### src/hw/rtl/kvlt_pkg.sv
package kvlt_pkg;

   localparam int POS_BITS  = 16;
   localparam int BYTE_BITS = 8;
   localparam int OUT_BITS  = 16;

   typedef logic [POS_BITS-1:0]  pos_type;
   typedef logic [BYTE_BITS-1:0] byte_type;
   typedef logic [OUT_BITS-1:0]  out_type;

   localparam pos_type POS_MAX = {POS_BITS{1'b1}};

   localparam byte_type CHAR_NUL   = 8'h00;
   localparam byte_type CHAR_TAB   = 8'h09;
   localparam byte_type CHAR_LF    = 8'h0A;
   localparam byte_type CHAR_SPACE = 8'h20;
   localparam byte_type CHAR_HASH  = 8'h23;

   // offsets and lengths leave the block at the fixed output width
   function automatic out_type to_out(input pos_type value);
      return out_type'(value);
   endfunction

endpackage

### src/hw/rtl/kvlt_req_if.sv
interface kvlt_req_if;
   logic                valid;
   logic                ready;
   kvlt_pkg::byte_type  text_byte;

   modport source (output valid, output text_byte, input ready);
   modport sink   (input valid, input text_byte, output ready);
endinterface

### src/hw/rtl/kvlt_rsp_if.sv
interface kvlt_rsp_if;
   logic               valid;
   logic               ready;
   kvlt_pkg::out_type  key_start;
   kvlt_pkg::out_type  key_length;
   kvlt_pkg::out_type  value_start;
   kvlt_pkg::out_type  value_length;

   modport source (output valid, output key_start, output key_length,
                   output value_start, output value_length, input ready);
   modport sink   (input valid, input key_start, input key_length,
                   input value_start, input value_length, output ready);
endinterface

### src/hw/rtl/key_value_line_tokenizer.sv
// key/value line tokenizer
// req_chan: one text byte per item, valid/ready; a zero byte ends the text
// rsp_chan: one item per completed key/value pair, giving key and value
//   offsets and lengths within the text; bytes that complete no pair give
//   no item
// path: a taken byte enters the input register, is decoded there, and a
//   pair it completes is written to the result register that drives rsp_chan
// throughput: one byte per cycle while no held result blocks a byte that
//   emits a pair; the flag and offset update sits between the two registers
// stall: a held result blocks only a byte that would emit another pair;
//   bytes that emit nothing keep flowing past it, and req_chan.ready drops
//   only when the input register holds such a blocked byte
// reset: synchronous, active high; clears both registers' valid bits and
//   the tokenizer state (line start set, no key held, position zero)
// end of text: after the zero byte all tokenizer state returns to its reset value
module key_value_line_tokenizer (
   input  logic        clock,
   input  logic        reset,
   kvlt_req_if.sink    req_chan,
   kvlt_rsp_if.source  rsp_chan
);

   // input register
   logic                in_valid_ff, in_valid_in;
   kvlt_pkg::byte_type  in_byte_ff, in_byte_in;

   // tokenizer state
   logic              in_word_ff, in_word_in;
   logic              in_comment_ff, in_comment_in;
   logic              line_start_ff, line_start_in;
   logic              key_held_ff, key_held_in;
   kvlt_pkg::pos_type word_begin_ff, word_begin_in;
   kvlt_pkg::pos_type key_start_ff, key_start_in;
   kvlt_pkg::pos_type key_length_ff, key_length_in;
   kvlt_pkg::pos_type position_ff, position_in;

   // result register
   logic              out_valid_ff, out_valid_in;
   kvlt_pkg::out_type out_key_start_ff, out_key_start_in;
   kvlt_pkg::out_type out_key_length_ff, out_key_length_in;
   kvlt_pkg::out_type out_value_start_ff, out_value_start_in;
   kvlt_pkg::out_type out_value_length_ff, out_value_length_in;

   logic              is_end, is_newline, is_blank, is_hash;
   logic              close_word, emit, advance;
   kvlt_pkg::pos_type word_length;

   // character classes of the byte in the input register
   assign is_end     = (in_byte_ff == kvlt_pkg::CHAR_NUL);
   assign is_newline = (in_byte_ff == kvlt_pkg::CHAR_LF) || is_end;
   assign is_blank   = (in_byte_ff == kvlt_pkg::CHAR_SPACE) ||
                       (in_byte_ff == kvlt_pkg::CHAR_TAB);
   assign is_hash    = (in_byte_ff == kvlt_pkg::CHAR_HASH);

   // newline or end closes any open word; blanks close only the key word
   assign close_word  = in_word_ff && (is_newline || (is_blank && !key_held_ff));
   assign emit        = close_word && key_held_ff;
   assign word_length = position_ff - word_begin_ff;

   // a byte that emits nothing never waits on the result register
   assign advance = in_valid_ff && (!emit || !out_valid_ff || rsp_chan.ready);

   assign req_chan.ready = !in_valid_ff || advance;

   always_comb begin
      in_valid_in = in_valid_ff;
      in_byte_in  = in_byte_ff;
      if (req_chan.ready) begin
         in_valid_in = req_chan.valid;
         in_byte_in  = req_chan.text_byte;
      end
   end

   // per-byte state update
   always_comb begin
      in_word_in    = in_word_ff;
      in_comment_in = in_comment_ff;
      line_start_in = line_start_ff;
      key_held_in   = key_held_ff;
      word_begin_in = word_begin_ff;
      key_start_in  = key_start_ff;
      key_length_in = key_length_ff;
      position_in   = position_ff;

      if (advance) begin
         if (is_newline) begin
            in_word_in    = 1'b0;
            in_comment_in = 1'b0;
            line_start_in = 1'b1;
         end else if (is_blank) begin
            if (!key_held_ff) begin
               in_word_in = 1'b0;
            end
         end else if (is_hash && line_start_ff) begin
            // comment only when '#' is the first non-blank of the line
            in_comment_in = 1'b1;
            line_start_in = 1'b0;
         end else if (!in_comment_ff && !in_word_ff) begin
            in_word_in    = 1'b1;
            line_start_in = 1'b0;
            word_begin_in = position_ff;
         end

         if (close_word) begin
            if (!key_held_ff) begin
               key_start_in  = word_begin_ff;
               key_length_in = word_length;
               key_held_in   = 1'b1;
            end else begin
               key_held_in = 1'b0;
            end
         end

         // position saturates at its top value
         if (position_ff != kvlt_pkg::POS_MAX) begin
            position_in = position_ff + kvlt_pkg::pos_type'(1);
         end

         // end of text: back to the reset state for the next text
         if (is_end) begin
            in_word_in    = 1'b0;
            in_comment_in = 1'b0;
            line_start_in = 1'b1;
            key_held_in   = 1'b0;
            word_begin_in = '0;
            key_start_in  = '0;
            key_length_in = '0;
            position_in   = '0;
         end
      end
   end

   // result register
   always_comb begin
      out_valid_in        = out_valid_ff;
      out_key_start_in    = out_key_start_ff;
      out_key_length_in   = out_key_length_ff;
      out_value_start_in  = out_value_start_ff;
      out_value_length_in = out_value_length_ff;

      if (rsp_chan.ready) begin
         out_valid_in = 1'b0;
      end
      if (advance && emit) begin
         out_valid_in        = 1'b1;
         out_key_start_in    = kvlt_pkg::to_out(key_start_ff);
         out_key_length_in   = kvlt_pkg::to_out(key_length_ff);
         out_value_start_in  = kvlt_pkg::to_out(word_begin_ff);
         out_value_length_in = kvlt_pkg::to_out(word_length);
      end
   end

   always_ff @(posedge clock) begin
      if (reset) begin
         in_valid_ff   <= 1'b0;
         out_valid_ff  <= 1'b0;
         in_word_ff    <= 1'b0;
         in_comment_ff <= 1'b0;
         line_start_ff <= 1'b1;
         key_held_ff   <= 1'b0;
         word_begin_ff <= '0;
         key_start_ff  <= '0;
         key_length_ff <= '0;
         position_ff   <= '0;
      end else begin
         in_valid_ff   <= in_valid_in;
         out_valid_ff  <= out_valid_in;
         in_word_ff    <= in_word_in;
         in_comment_ff <= in_comment_in;
         line_start_ff <= line_start_in;
         key_held_ff   <= key_held_in;
         word_begin_ff <= word_begin_in;
         key_start_ff  <= key_start_in;
         key_length_ff <= key_length_in;
         position_ff   <= position_in;
      end
   end

   // payload registers, no reset
   always_ff @(posedge clock) begin
      in_byte_ff          <= in_byte_in;
      out_key_start_ff    <= out_key_start_in;
      out_key_length_ff   <= out_key_length_in;
      out_value_start_ff  <= out_value_start_in;
      out_value_length_ff <= out_value_length_in;
   end

   assign rsp_chan.valid        = out_valid_ff;
   assign rsp_chan.key_start    = out_key_start_ff;
   assign rsp_chan.key_length   = out_key_length_ff;
   assign rsp_chan.value_start  = out_value_start_ff;
   assign rsp_chan.value_length = out_value_length_ff;

endmodule

### src/flat_wrapper.sv
// flat-port wrapper written by rule: the top's interface ports become plain ports
module key_value_line_tokenizer_flat 
  (clock, reset, req_chan_valid, req_chan_text_byte, req_chan_ready, rsp_chan_valid, rsp_chan_key_start, rsp_chan_key_length, rsp_chan_value_start, rsp_chan_value_length, rsp_chan_ready);
  kvlt_req_if req_chan_i ();
  kvlt_rsp_if rsp_chan_i ();
  input  logic clock;
  input  logic reset;
  input wire logic [$bits(req_chan_i.valid)-1:0] req_chan_valid;
  input wire logic [$bits(req_chan_i.text_byte)-1:0] req_chan_text_byte;
  output wire logic [$bits(req_chan_i.ready)-1:0] req_chan_ready;
  output wire logic [$bits(rsp_chan_i.valid)-1:0] rsp_chan_valid;
  output wire logic [$bits(rsp_chan_i.key_start)-1:0] rsp_chan_key_start;
  output wire logic [$bits(rsp_chan_i.key_length)-1:0] rsp_chan_key_length;
  output wire logic [$bits(rsp_chan_i.value_start)-1:0] rsp_chan_value_start;
  output wire logic [$bits(rsp_chan_i.value_length)-1:0] rsp_chan_value_length;
  input wire logic [$bits(rsp_chan_i.ready)-1:0] rsp_chan_ready;
  assign req_chan_i.valid = req_chan_valid;
  assign req_chan_i.text_byte = req_chan_text_byte;
  assign req_chan_ready = req_chan_i.ready;
  assign rsp_chan_valid = rsp_chan_i.valid;
  assign rsp_chan_key_start = rsp_chan_i.key_start;
  assign rsp_chan_key_length = rsp_chan_i.key_length;
  assign rsp_chan_value_start = rsp_chan_i.value_start;
  assign rsp_chan_value_length = rsp_chan_i.value_length;
  assign rsp_chan_i.ready = rsp_chan_ready;
  key_value_line_tokenizer u_core (.clock(clock), .reset(reset), .req_chan(req_chan_i), .rsp_chan(rsp_chan_i));
endmodule
### config.mk
export PLATFORM = sky130hd
export DESIGN_NAME = key_value_line_tokenizer_flat
export DESIGN_NICKNAME = d
export VERILOG_FILES = /design/src/hw/rtl/kvlt_pkg.sv /design/src/hw/rtl/kvlt_req_if.sv /design/src/hw/rtl/kvlt_rsp_if.sv /design/src/hw/rtl/key_value_line_tokenizer.sv /design/src/flat_wrapper.sv
export SDC_FILE = /design/constraint.sdc
export NUM_CORES = 1
export LEC_CHECK = 0
export BUFFER_PORTS_ARGS = -buffer_cell sky130_fd_sc_hd__buf_2
export CORE_ASPECT_RATIO = 1.5
export CORE_MARGIN = 2
export CORE_UTILIZATION = 60
export CTS_BUF_LIST = sky130_fd_sc_hd__clkbuf_8
export DETAILED_ROUTE_END_ITERATION = 8
export PLACE_DENSITY = 0.83
export SLEW_MARGIN = 5
export SYNTH_ARGS = -nofsm -noshare
export SYNTH_HDL_FRONTEND = slang
export SYNTH_SLANG_ARGS = --single-unit
export TNS_END_PERCENT = 20
### constraint.sdc
create_clock -name clock -period 5.95 [get_ports clock]
set_input_delay 0.595 -clock clock [delete_from_list [all_inputs] [get_ports clock]]
set_output_delay 0.595 -clock clock [all_outputs]
set_load 0.02 [all_outputs]
==> flow_metrics.env <==
export IMPL_holdBufCountCts=0
export IMPL_area_delta_synth_final_pct=15.2
export IMPL_yosysMostFrequentCell="edfxtp_1"
export IMPL_clkTransAtPathRegs_ns=0.08
export IMPL_relSlewSlack_pct=17.7
export IMPL_async_flop_share_pct=0
export IMPL_fp_dieH_um=125
export IMPL_power_uw=1880
export IMPL_yosys_warnings=0
export IMPL_peakVddDrop_mv=0.213
export IMPL_first_global_vias=4153
export IMPL_required_ns=5.36
export IMPL_grt_antenna_before_repair=0
export IMPL_synthTopCellsByArea="edfxtp_1, dfxtp_1, a22o_1, a21oi_1, ha_1"
export IMPL_cts_setup_buffers=0
export IMPL_synth_cell_types=64
export IMPL_ys_top_cells_by_count="edfxtp_1, dfxtp_1, nand2_1"
export IMPL_ys_flop_type="edfxtp_1"
export IMPL_routed_via_density=6.11
export IMPL_critPathCaptureType="primary output"
export IMPL_arrival_ns=2.68
export IMPL_status="finished clean"
export IMPL_layout_nets=621
export IMPL_crit_type="register to primary output"
export IMPL_drv_cap=0
export IMPL_synth_ff_latch_count=142
export IMPL_hold_class="input port to register"
export IMPL_syn_nets=544
export IMPL_synth_top_area_share_pct=36.8
export IMPL_drc_errors=0
export IMPL_place_detailed_hpwl_um=8150
export IMPL_rsz0062_at_grt="false"
export IMPL_ctsRootBufferMaster="clkbuf_8"
export IMPL_cts_made_buffers=17
export IMPL_netlist_area_um2=5880
export IMPL_ys_seq_area_share_pct=60.6
export IMPL_worst_pin_slew_ns=1.23
export IMPL_start_util_pct=61.1
export IMPL_grt_max_degree=64
export IMPL_core_um2=9630
export IMPL_vias=4398
export IMPL_track_usage_pct=23.1
export IMPL_crit_path_start_kind="register"
export IMPL_synth_area_leader_cell="edfxtp_1"
export IMPL_cts_tree="done"
export IMPL_cts_htree_levels=4
export IMPL_globalRouteOverflowTotal=0
export IMPL_place_inst=688
export IMPL_clk_latency_ns=0.46
export IMPL_ant_nets=0
export IMPL_setup_viol=0
export IMPL_die_w_um=84.9
export IMPL_post_route_period_util_pct=55.0
export IMPL_clock_path_buffers=2
export IMPL_io_buffers=77
export IMPL_die_area_um2=10600
export IMPL_first_pass_iters=5
export IMPL_grt_first_pass_wirelength_um=19400
export IMPL_layout_drive_gt1_share_pct=20.3
export IMPL_finalWirelength_um=12000
export IMPL_hold_viol=0
export IMPL_fin_skew_ns=0.0140
export IMPL_first_iter_violations=284
export IMPL_ctsResizeCount=0
export IMPL_fp_row_count=44
export IMPL_p_leak_uw=0.00259
export IMPL_num_antenna_cells=0
export IMPL_cts_sinks=142
export IMPL_final_max_slew_violation_count=0
export IMPL_min_period_ns=3.27
export IMPL_postSynthCellCount=515
export IMPL_powerDensity_nw_per_um2=278
export IMPL_synth_edf_count=72
export IMPL_fin_tns_setup_ns=0
export IMPL_cp_max_fo=10
export IMPL_final_cell_count_no_fill=720
export IMPL_routabilityCongestion=0.931
export IMPL_wl_per_cell_um=16.7
export IMPL_num_io_pins=78
export IMPL_post_synth_cell_area_avg_um2=11.4
export IMPL_clock_fmax_mhz=305
[worst paths after layout]
check / slack (ns) / startpoint / end / cells past startpoint
max: 2.68 / u_core.in_byte_ff[2] / req_chan_ready / 5
min: 0.32 / req_chan_text_byte[5] / u_core.in_byte_ff[5] / 1
min reg2reg: 0.43 / u_core.key_length_ff[11] / u_core.rsp_chan.key_length[11] / 0
max reg2reg: 3.01 / u_core.in_byte_ff[1] / u_core.key_length_ff[15] / 6
[flip-flops by register name, indices dropped and copies added (netlist names), 8 cells and up]
name and count:
u_core.in_byte_ff 8, u_core.rsp_chan.value_length 16, u_core.rsp_chan.key_length 16, u_core.rsp_chan.value_start 16, u_core.key_start_ff 16, u_core.position_ff 16, u_core.word_begin_ff 16, u_core.rsp_chan.key_start 16
u_core.key_length_ff 16
[metrics by stage]
step                      setup slack (ns)  util, %  hold WS [ns]  area [µm²]
after floorplan                       1.17        -         0.408        5880
after global placement                2.93     66.0         0.417        6360
after detailed placement              2.74     66.0         0.415        6360
after CTS                             2.63     70.3         0.292        6780
after global routing                  2.54     70.3         0.290        6780
final                                 2.68     70.3         0.315        6780
[worst max-delay path, stage by stage, from the launching register on]
cell,delay [ns]
edfxtp_1,0.43
nor4_4,0.48
o221ai_2,0.24
or3_1,0.48
or2_2,0.41
buf_2,0.20
[layout make-up]
class                   instances  area (µm²)
inverters                      28         105
fillers                       674        2860
well taps                     115         144
clock inverters                15         183
clock buffers                  17         234
repair buffers                 80         408
multi-input cells             323        2140
flip-flops and latches        142        3560
[cells in the final DEF (no fill, tap or decap), types with 3 or more instances in the layout]
master and n:
buf_2 77, edfxtp_1 72, dfxtp_1 70, nand2_1 44
a21oi_1 43, nand3_1 32, a22o_1 30, inv_1 28
nor2_1 23, clkbuf_8 17, ha_1 16, o21ai_0 15
xnor2_1 11, a31oi_1 7, nor3_1 7, xor2_1 6
or3_1 5, a21o_1 5, and3_1 5, nor4_1 5
inv_6 5, a211oi_1 4, and2_1 4, o211ai_1 3
or4_1 3, a311oi_1 3, nand3b_1 3, bufinv_16 3
clkinvlp_4 3, buf_4 3
[cell families after synthesis]
logic type	count (synthesis)	share of synthesized area [%]
xor+xnor	17	2.53
fa+ha+maj	17	3.74
mux	1	0.170
simple gates	149	13.0
buf+inv	50	3.40
flops	142	60.6
compound gates	139	16.6
[metal layers]
layer	share of wire, %	global-route usage [%]	vias to the layer above
li1	-	-	2081
met1	39	26.4	2097
met2	53	39.4	190
met3	6.3	6.67	30
met4	2.5	10.9	0
met5	0	0	-
[power breakdown]
group	switching (µW)	internal [µW]	leakage, µW
Combinational	34.5	17.1	0.00110
Sequential	7.44	1020	0.00129
Clock	379	419	0.000201
Total	421	1460	0.00259
Power figures use the tool's default switching activity.
